`src/rtl/core/vna_pkg.sv`:
```
// Shared types and constants for the vertex normal accumulator.
// Request and response beat layouts, request codes, normalizer interface.
// No dependencies.
`timescale 1ns / 1ps

package vna_pkg;

    localparam int IDX_W   = 10;
    localparam int POS_W   = 16;
    localparam int EDGE_W  = 17;
    localparam int PROD_W  = 34;
    localparam int CROSS_W = 35;
    localparam int ACC_W   = 40;
    localparam int NRM_W   = 16;

    localparam logic [1:0] REQ_LOAD  = 2'd0;
    localparam logic [1:0] REQ_TRI   = 2'd1;
    localparam logic [1:0] REQ_QUERY = 2'd2;
    localparam logic [1:0] REQ_RSVD  = 2'd3;

    localparam logic signed [ACC_W-1:0] ACC_MAX = {1'b0, {(ACC_W-1){1'b1}}};
    localparam logic signed [ACC_W-1:0] ACC_MIN = {1'b1, {(ACC_W-1){1'b0}}};

    typedef struct packed {
        logic [1:0]              req_type;
        logic [IDX_W-1:0]        vertex_a;
        logic [IDX_W-1:0]        vertex_b;
        logic [IDX_W-1:0]        vertex_c;
        logic signed [POS_W-1:0] pos_x;
        logic signed [POS_W-1:0] pos_y;
        logic signed [POS_W-1:0] pos_z;
    } req_t;

    typedef struct packed {
        logic [IDX_W-1:0]        vertex_index;
        logic signed [NRM_W-1:0] normal_x;
        logic signed [NRM_W-1:0] normal_y;
        logic signed [NRM_W-1:0] normal_z;
        logic                    degenerate;
    } rsp_t;

    typedef struct packed {
        logic                    start;
        logic signed [ACC_W-1:0] vx;
        logic signed [ACC_W-1:0] vy;
        logic signed [ACC_W-1:0] vz;
    } norm_cmd_t;

    typedef struct packed {
        logic                    done;
        logic signed [NRM_W-1:0] nx;
        logic signed [NRM_W-1:0] ny;
        logic signed [NRM_W-1:0] nz;
        logic                    degen;
    } norm_res_t;

endpackage

```
`src/rtl/core/vna_norm.sv`:
```
// Iterative vector normalizer: scale to 24 bits, sum of squares, bit-serial
// square root and restoring divide, one step per cycle. Uses vna_pkg.
`timescale 1ns / 1ps

module vna_norm
(
    input  logic                clk,
    input  logic                rst_n,
    input  vna_pkg::norm_cmd_t  cmd,
    output vna_pkg::norm_res_t  res
);

    localparam logic [2:0] N_IDLE  = 3'd0;
    localparam logic [2:0] N_SHIFT = 3'd1;
    localparam logic [2:0] N_SQ    = 3'd2;
    localparam logic [2:0] N_SQRT  = 3'd3;
    localparam logic [2:0] N_DLOAD = 3'd4;
    localparam logic [2:0] N_DSTEP = 3'd5;
    localparam logic [2:0] N_DONE  = 3'd6;

    logic [2:0]  state_reg;
    logic [39:0] mag_reg [3];
    logic [2:0]  neg_reg;
    logic [4:0]  cnt_reg;
    logic [1:0]  ci_reg;
    logic [49:0] s_reg;
    logic [47:0] prod_reg;
    logic [49:0] rem_reg;
    logic [49:0] root_reg;
    logic [49:0] bit_reg;
    logic [24:0] drem_reg;
    logic [14:0] nlo_reg;
    logic [14:0] q_reg;
    logic signed [15:0] out_reg [3];
    logic        degen_reg;

    logic [39:0] max01;
    logic [39:0] maxv;
    logic [23:0] sq_op;
    logic [49:0] trial;
    logic [24:0] root;
    logic [38:0] num;
    logic [25:0] dtrial;
    logic        qbit;
    logic [14:0] qfull;
    logic [15:0] qext;

    function automatic logic [39:0] abs40(input logic signed [39:0] v);
        abs40 = v[39] ? (~v + 40'd1) : v;
    endfunction

    assign max01 = (mag_reg[0] > mag_reg[1]) ? mag_reg[0] : mag_reg[1];
    assign maxv  = (max01 > mag_reg[2]) ? max01 : mag_reg[2];
    assign trial = root_reg + bit_reg;
    assign root  = root_reg[24:0];
    assign num   = {1'b0, mag_reg[ci_reg][23:0], 14'd0} + {15'd0, root[24:1]};
    assign dtrial = {drem_reg, nlo_reg[14]};
    assign qbit  = dtrial >= {1'b0, root};
    assign qfull = {q_reg[13:0], qbit};
    assign qext  = neg_reg[ci_reg] ? (16'd0 - {1'b0, qfull}) : {1'b0, qfull};

    always_comb
    begin
        unique case (cnt_reg[1:0])
            2'd0:    sq_op = mag_reg[0][23:0];
            2'd1:    sq_op = mag_reg[1][23:0];
            default: sq_op = mag_reg[2][23:0];
        endcase
    end

    always_ff @(posedge clk or negedge rst_n)
    begin
        if (!rst_n)
        begin
            state_reg <= N_IDLE;
        end
        else
        begin
            unique case (state_reg)
                N_IDLE:
                begin
                    if (cmd.start)
                    begin
                        state_reg <= N_SHIFT;
                    end
                end
                N_SHIFT:
                begin
                    if (maxv == 40'd0)
                    begin
                        state_reg <= N_DONE;
                    end
                    else if (maxv[39:24] == 16'd0 && maxv[23])
                    begin
                        state_reg <= N_SQ;
                    end
                end
                N_SQ:
                begin
                    if (cnt_reg == 5'd3)
                    begin
                        state_reg <= N_SQRT;
                    end
                end
                N_SQRT:
                begin
                    if (cnt_reg == 5'd24)
                    begin
                        state_reg <= N_DLOAD;
                    end
                end
                N_DLOAD:
                begin
                    state_reg <= N_DSTEP;
                end
                N_DSTEP:
                begin
                    if (cnt_reg == 5'd0)
                    begin
                        state_reg <= (ci_reg == 2'd2) ? N_DONE : N_DLOAD;
                    end
                end
                N_DONE:
                begin
                    state_reg <= N_IDLE;
                end
                default:
                begin
                    state_reg <= N_IDLE;
                end
            endcase
        end
    end

    always_ff @(posedge clk)
    begin
        unique case (state_reg)
            N_IDLE:
            begin
                mag_reg[0] <= abs40(cmd.vx);
                mag_reg[1] <= abs40(cmd.vy);
                mag_reg[2] <= abs40(cmd.vz);
                neg_reg    <= {cmd.vz[39], cmd.vy[39], cmd.vx[39]};
                degen_reg  <= 1'b0;
            end
            N_SHIFT:
            begin
                cnt_reg <= 5'd0;
                s_reg   <= 50'd0;
                if (maxv == 40'd0)
                begin
                    degen_reg  <= 1'b1;
                    out_reg[0] <= 16'sd0;
                    out_reg[1] <= 16'sd0;
                    out_reg[2] <= 16'sd0;
                end
                else if (maxv[39:24] != 16'd0)
                begin
                    // truncate one bit at a time until the largest fits 24 bits
                    mag_reg[0] <= mag_reg[0] >> 1;
                    mag_reg[1] <= mag_reg[1] >> 1;
                    mag_reg[2] <= mag_reg[2] >> 1;
                end
                else if (!maxv[23])
                begin
                    mag_reg[0] <= mag_reg[0] << 1;
                    mag_reg[1] <= mag_reg[1] << 1;
                    mag_reg[2] <= mag_reg[2] << 1;
                end
            end
            N_SQ:
            begin
                prod_reg <= sq_op * sq_op;
                if (cnt_reg != 5'd0)
                begin
                    s_reg <= s_reg + {2'd0, prod_reg};
                end
                cnt_reg  <= cnt_reg + 5'd1;
                if (cnt_reg == 5'd3)
                begin
                    rem_reg  <= s_reg + {2'd0, prod_reg};
                    root_reg <= 50'd0;
                    bit_reg  <= 50'd1 << 48;
                    cnt_reg  <= 5'd0;
                end
            end
            N_SQRT:
            begin
                if (rem_reg >= trial)
                begin
                    rem_reg  <= rem_reg - trial;
                    root_reg <= (root_reg >> 1) + bit_reg;
                end
                else
                begin
                    root_reg <= root_reg >> 1;
                end
                bit_reg <= bit_reg >> 2;
                cnt_reg <= cnt_reg + 5'd1;
                ci_reg  <= 2'd0;
            end
            N_DLOAD:
            begin
                drem_reg <= {1'b0, num[38:15]};
                nlo_reg  <= num[14:0];
                q_reg    <= 15'd0;
                cnt_reg  <= 5'd14;
            end
            N_DSTEP:
            begin
                drem_reg <= qbit ? 25'(dtrial - {1'b0, root}) : dtrial[24:0];
                nlo_reg  <= {nlo_reg[13:0], 1'b0};
                q_reg    <= qfull;
                cnt_reg  <= cnt_reg - 5'd1;
                if (cnt_reg == 5'd0)
                begin
                    out_reg[ci_reg] <= qext;
                    ci_reg          <= ci_reg + 2'd1;
                end
            end
            default:
            begin
            end
        endcase
    end

    assign res.done  = state_reg == N_DONE;
    assign res.nx    = out_reg[0];
    assign res.ny    = out_reg[1];
    assign res.nz    = out_reg[2];
    assign res.degen = degen_reg;

endmodule

```
`config.mk`:
```
export PLATFORM = sky130hd
export DESIGN_NAME = vna_norm
export DESIGN_NICKNAME = d
export VERILOG_FILES = /design/src/rtl/core/vna_pkg.sv /design/src/rtl/core/vna_norm.sv
export SDC_FILE = /design/constraint.sdc
export NUM_CORES = 2
export LEC_CHECK = 0
export BUFFER_PORTS_ARGS = -buffer_cell sky130_fd_sc_hd__buf_2
export CAP_MARGIN = 0
export CORE_AREA = 2 2 233 327
export CTS_CLUSTER_DIAMETER = 100
export DETAILED_ROUTE_END_ITERATION = 16
export DIE_AREA = 0 0 235 329
export GPL_TIMING_DRIVEN = 0
export PLACE_DENSITY = 0.95
export SLEW_MARGIN = 25
export SYNTH_ARGS = -nofsm -noshare
export SYNTH_HDL_FRONTEND = slang
export SYNTH_SLANG_ARGS = --single-unit
```
`constraint.sdc`:
```
create_clock -name clk -period 16.91 [get_ports clk]
set_input_delay 1.691 -clock clk [delete_from_list [all_inputs] [get_ports clk]]
set_output_delay 1.691 -clock clk [all_outputs]
set_load 0.03 [all_outputs]
```
==> run_results.csv <==
group,metric,value,unit
logic_synthesis,synth_largest_area_cell,"edfxtp_1",
critical_path,critical_path.most_common_cell,"fa_1",
critical_path,r2r-start,"cnt_reg[0]$_DFFE_PP_",
clocking,post_cts_resized,0,
timing,worst_slew_pin_slew,1092,ps
detailed_routing,drt_first_pass_iters,7,
logic_synthesis,syn_area_per_cell,9.455,sq um
cells_and_area,fillCellCount,4893,
hold_path,hold_end,"nlo_reg[5]$_DFFE_PN_",
critical_path,reg2reg_slack,5740,ps
logic_synthesis,synth_seq_cells,460,
detailed_routing,route.detailed.drc,0,
logic_synthesis,seq_area_frac_synth,27.04,%
detailed_routing,wire_per_inst,23.48,um
global_routing,use_met2,66.76,%
detailed_routing,drt_iter0_drc,5051,
cells_and_area,layout_commonest_cell,"inv_1",
logic_synthesis,netlist_area,50950,sq um
clocking,clkTransAtPathRegs,70,ps
floorplanning,core_area,74600,sq um
timing,finalHoldViolCount,0,
logic_synthesis,synthArstFlopShare,0.6522,%
critical_path,critPathCaptureType,"flop",
cells_and_area,mostFrequentLayoutCells,"inv_1, nor2_1, nand2_1",
hold_path,min-delay-path-class,"reg2reg",
clocking,clock_path_buffers,3,
timing,slew_headroom,27.22,%
power,power_leakage,25.56,nW
timing,tns,0,ps
critical_path,critPathSlowestCell,"a21oi_1",
critical_path,crit_type,"reg2reg",
floorplanning,dieArea,77320,sq um
global_routing,grtUsageTotal,39.94,%
logic_synthesis,synth_area_leaders,"edfxtp_1, fa_1, ha_1",
timing,grt_setup_unrepaired,"false",
logic_synthesis,synth.distinct_cells,80,
critical_path,timing.rr.end,"prod_reg[45]$_DFFE_PP_",
global_routing,grt_pass1_wl,242.1,mm
clocking,clock_latency,640,ps
clocking,cts_setup_buffers,0,
power,p_comb_share,4.8,%
detailed_routing,drtAntennaViolNets,0,
clocking,root_buffer,"clkbuf_16",
critical_path,critPathArrivalTime,11580,ps
critical_path,worstPathRequired,17310,ps
global_routing,use_met1,45.89,%
clocking,cts_tree,"built",
critical_path,crit_buf_inv,8,
logic_synthesis,synth.net_count,6382,
global_routing,grt_pass1_vias,45410,
global_routing,antenna_found_initial,12,
power,vdd_ir_drop_max,0.07198,mV
floorplanning,start_util,68.31,%
power,p_int,1.904,mW
timing,min_period,11170,ps
clocking,hold_buffers,0,
clocking,cts_buffers,49,
logic_synthesis,synth_top_area_share,26.82,%
logic_synthesis,netlist_instances,5389,
cells_and_area,layout.nets,6617,
timing,setup_violations,0,
cells_and_area,postLayoutCellArea,55020,sq um
hold_path,hold_depth,2,
power,powerDensity,44.84,nW/um^2
cells_and_area,final_layout_size_suffix_gt1_share,6.766,%
floorplanning,die_h,329,um
power,p_clk_share,44.9,%
flow_run,timing.max_cap.violations,0,
critical_path,crit_family,"adder cells",
cells_and_area,largest_reg_flops,120,
critical_path,cp_slowest_stage_delay,860,ps
run_status,status,"complete, no violations",
logic_synthesis,yosysWarningCount,0,
floorplanning,ios,173,
power,p_seq_share,50.4,%
timing,timing.hold.ws,535.5,ps
floorplanning,die_x,235,um
timing,min_period_over_period,66.08,%
detailed_routing,routed_via_density,6.631,
power,p_total,2.467,mW
global_routing,grt_overflow,0,
logic_synthesis,synthFlopType,"edfxtp_1",
detailed_routing,vias,44040,
global_routing,use_met3,8.422,%
power,switching_share,22.82,%
cells_and_area,area_growth,7.986,%
critical_path,ff2ff_path_depth,31,
global_routing,grt-busiest-layer,"met2",
critical_path,crit_fanout,10,
placed_design,io_buffers,172,
power,p_sw,0.5629,mW
floorplanning,rows,119,
placed_design,gp_congestion,1.080,
timing,fin_skew,43.46,ps
timing,report.final.slew_viol_count,0,
clocking,cts_sinks,460,
placed_design,dpl_cell_area,53390,sq um
timing,fmax,89.50,MHz
placed_design,hpwl,121.6,mm
clocking,htreeDepth,2,
hold_path,hp-start,"nlo_reg[4]$_DFFE_PN_",
detailed_routing,wl,155.9,mm
critical_path,startpoint_type,"flop",
global_routing,grt_max_degree,57,
logic_synthesis,synth-edff-count,455,
==> worst min-delay path, stage by stage (launching register included) <==
cell and delay [ps]:
edfxtp_1 320, nand2_1 40, o21ai_0 60
==> metal layers <==
metal | share of wire, % | up-vias | wire length [um]
li1 | - | 19080 | -
met1 | 34 | 20930 | 52660
met2 | 47 | 3100 | 72900
met3 | 11 | 932 | 16860
met4 | 8.7 | 2 | 13500
met5 | 0.0071 | - | 11
==> cell families (layout without fill, tap and decap cells) <==
group           count (synthesis)  in the layout  synth area share, %
simple gates                 1409           1409                12.60
compound gates               1072           1072                13.50
buf+inv                       909           1181                6.925
fa+ha+maj                     870            870                27.64
flops                         460            460                27.04
xor+xnor                      387            387                6.652
mux                           282            282                5.636
other cells                     0             13                    0
==> power by group through the flow <==
stage          combinational [mW]  sequential (mW)  clock (mW)
3_5_place_dp                0.112             1.27           0
3_3_place_gp                0.106             1.27           0
5_1_grt                     0.126             1.24        1.14
2_1_floorplan              0.0686             1.27           0
6_report                    0.118             1.24        1.11
4_1_cts                     0.114             1.24        1.10
==> worst max-delay path by stage <==
stage | from | endpoint | slack, ps | cells after the start
floorplan | mag_reg[0][23]$_DFFE_PP_ | mag_reg[0][0]$_SDFFCE_PP0P_ | 7440 | 24
global placement | mag_reg[1][23]$_DFFE_PP_ | mag_reg[0][2]$_DFFE_PP_ | 4020 | 26
detailed placement | cnt_reg[0]$_DFFE_PP_ | prod_reg[45]$_DFFE_PP_ | 6220 | 31
CTS | cnt_reg[0]$_DFFE_PP_ | prod_reg[45]$_DFFE_PP_ | 6100 | 31
global route | cnt_reg[0]$_DFFE_PP_ | prod_reg[45]$_DFFE_PP_ | 5530 | 31
finish | cnt_reg[0]$_DFFE_PP_ | prod_reg[45]$_DFFE_PP_ | 5740 | 31
==> area by class of cell <==
type	count	area [sq um]	share of cell area, %
Multi-Input combinational cell	4020	33730	61.31
Tap cell	968	1211	2.201
Clock inverter	24	297.8	0.5412
Timing Repair Buffer	184	1146	2.083
Sequential cell	460	13780	25.04
Antenna cell	13	32.53	0.05912
Buffer	181	799.5	1.453
Inverter	728	2733	4.966
Clock buffer	64	1292	2.349
==> cells in the mapped netlist (21+ instances only) <==
library cell  instances
a22o_1               28
o21ai_0             264
a21o_1              150
buf_2                21
fa_1                426
and3_1               45
a31o_2               24
mux2i_1             246
xnor2_1             284
nor3_1               63
o21a_1               43
clkbuf_1            139
nor2_1              478
o31ai_1              51
edfxtp_1            455
or3_1                42
nand2_1             462
and2_1               40
nand2b_1             29
mux2_2               26
a31oi_1              58
nand4_1              52
o21bai_1             39
a21oi_1             255
inv_1               718
nor2b_1              34
nand3_1              47
a211oi_1             55
nor4_1               55
xor2_1              103
ha_1                444
==> through the flow <==
step	instances	setup WS, ps	util, %
after global routing	6638	5528	73.75
after floorplan	5389	7439	-
after CTS	6629	6100	73.70
final	6642	5736	73.76
after global placement	6529	4022	71.08
after detailed placement	6541	6222	71.57
Power figures use the tool's default switching activity.
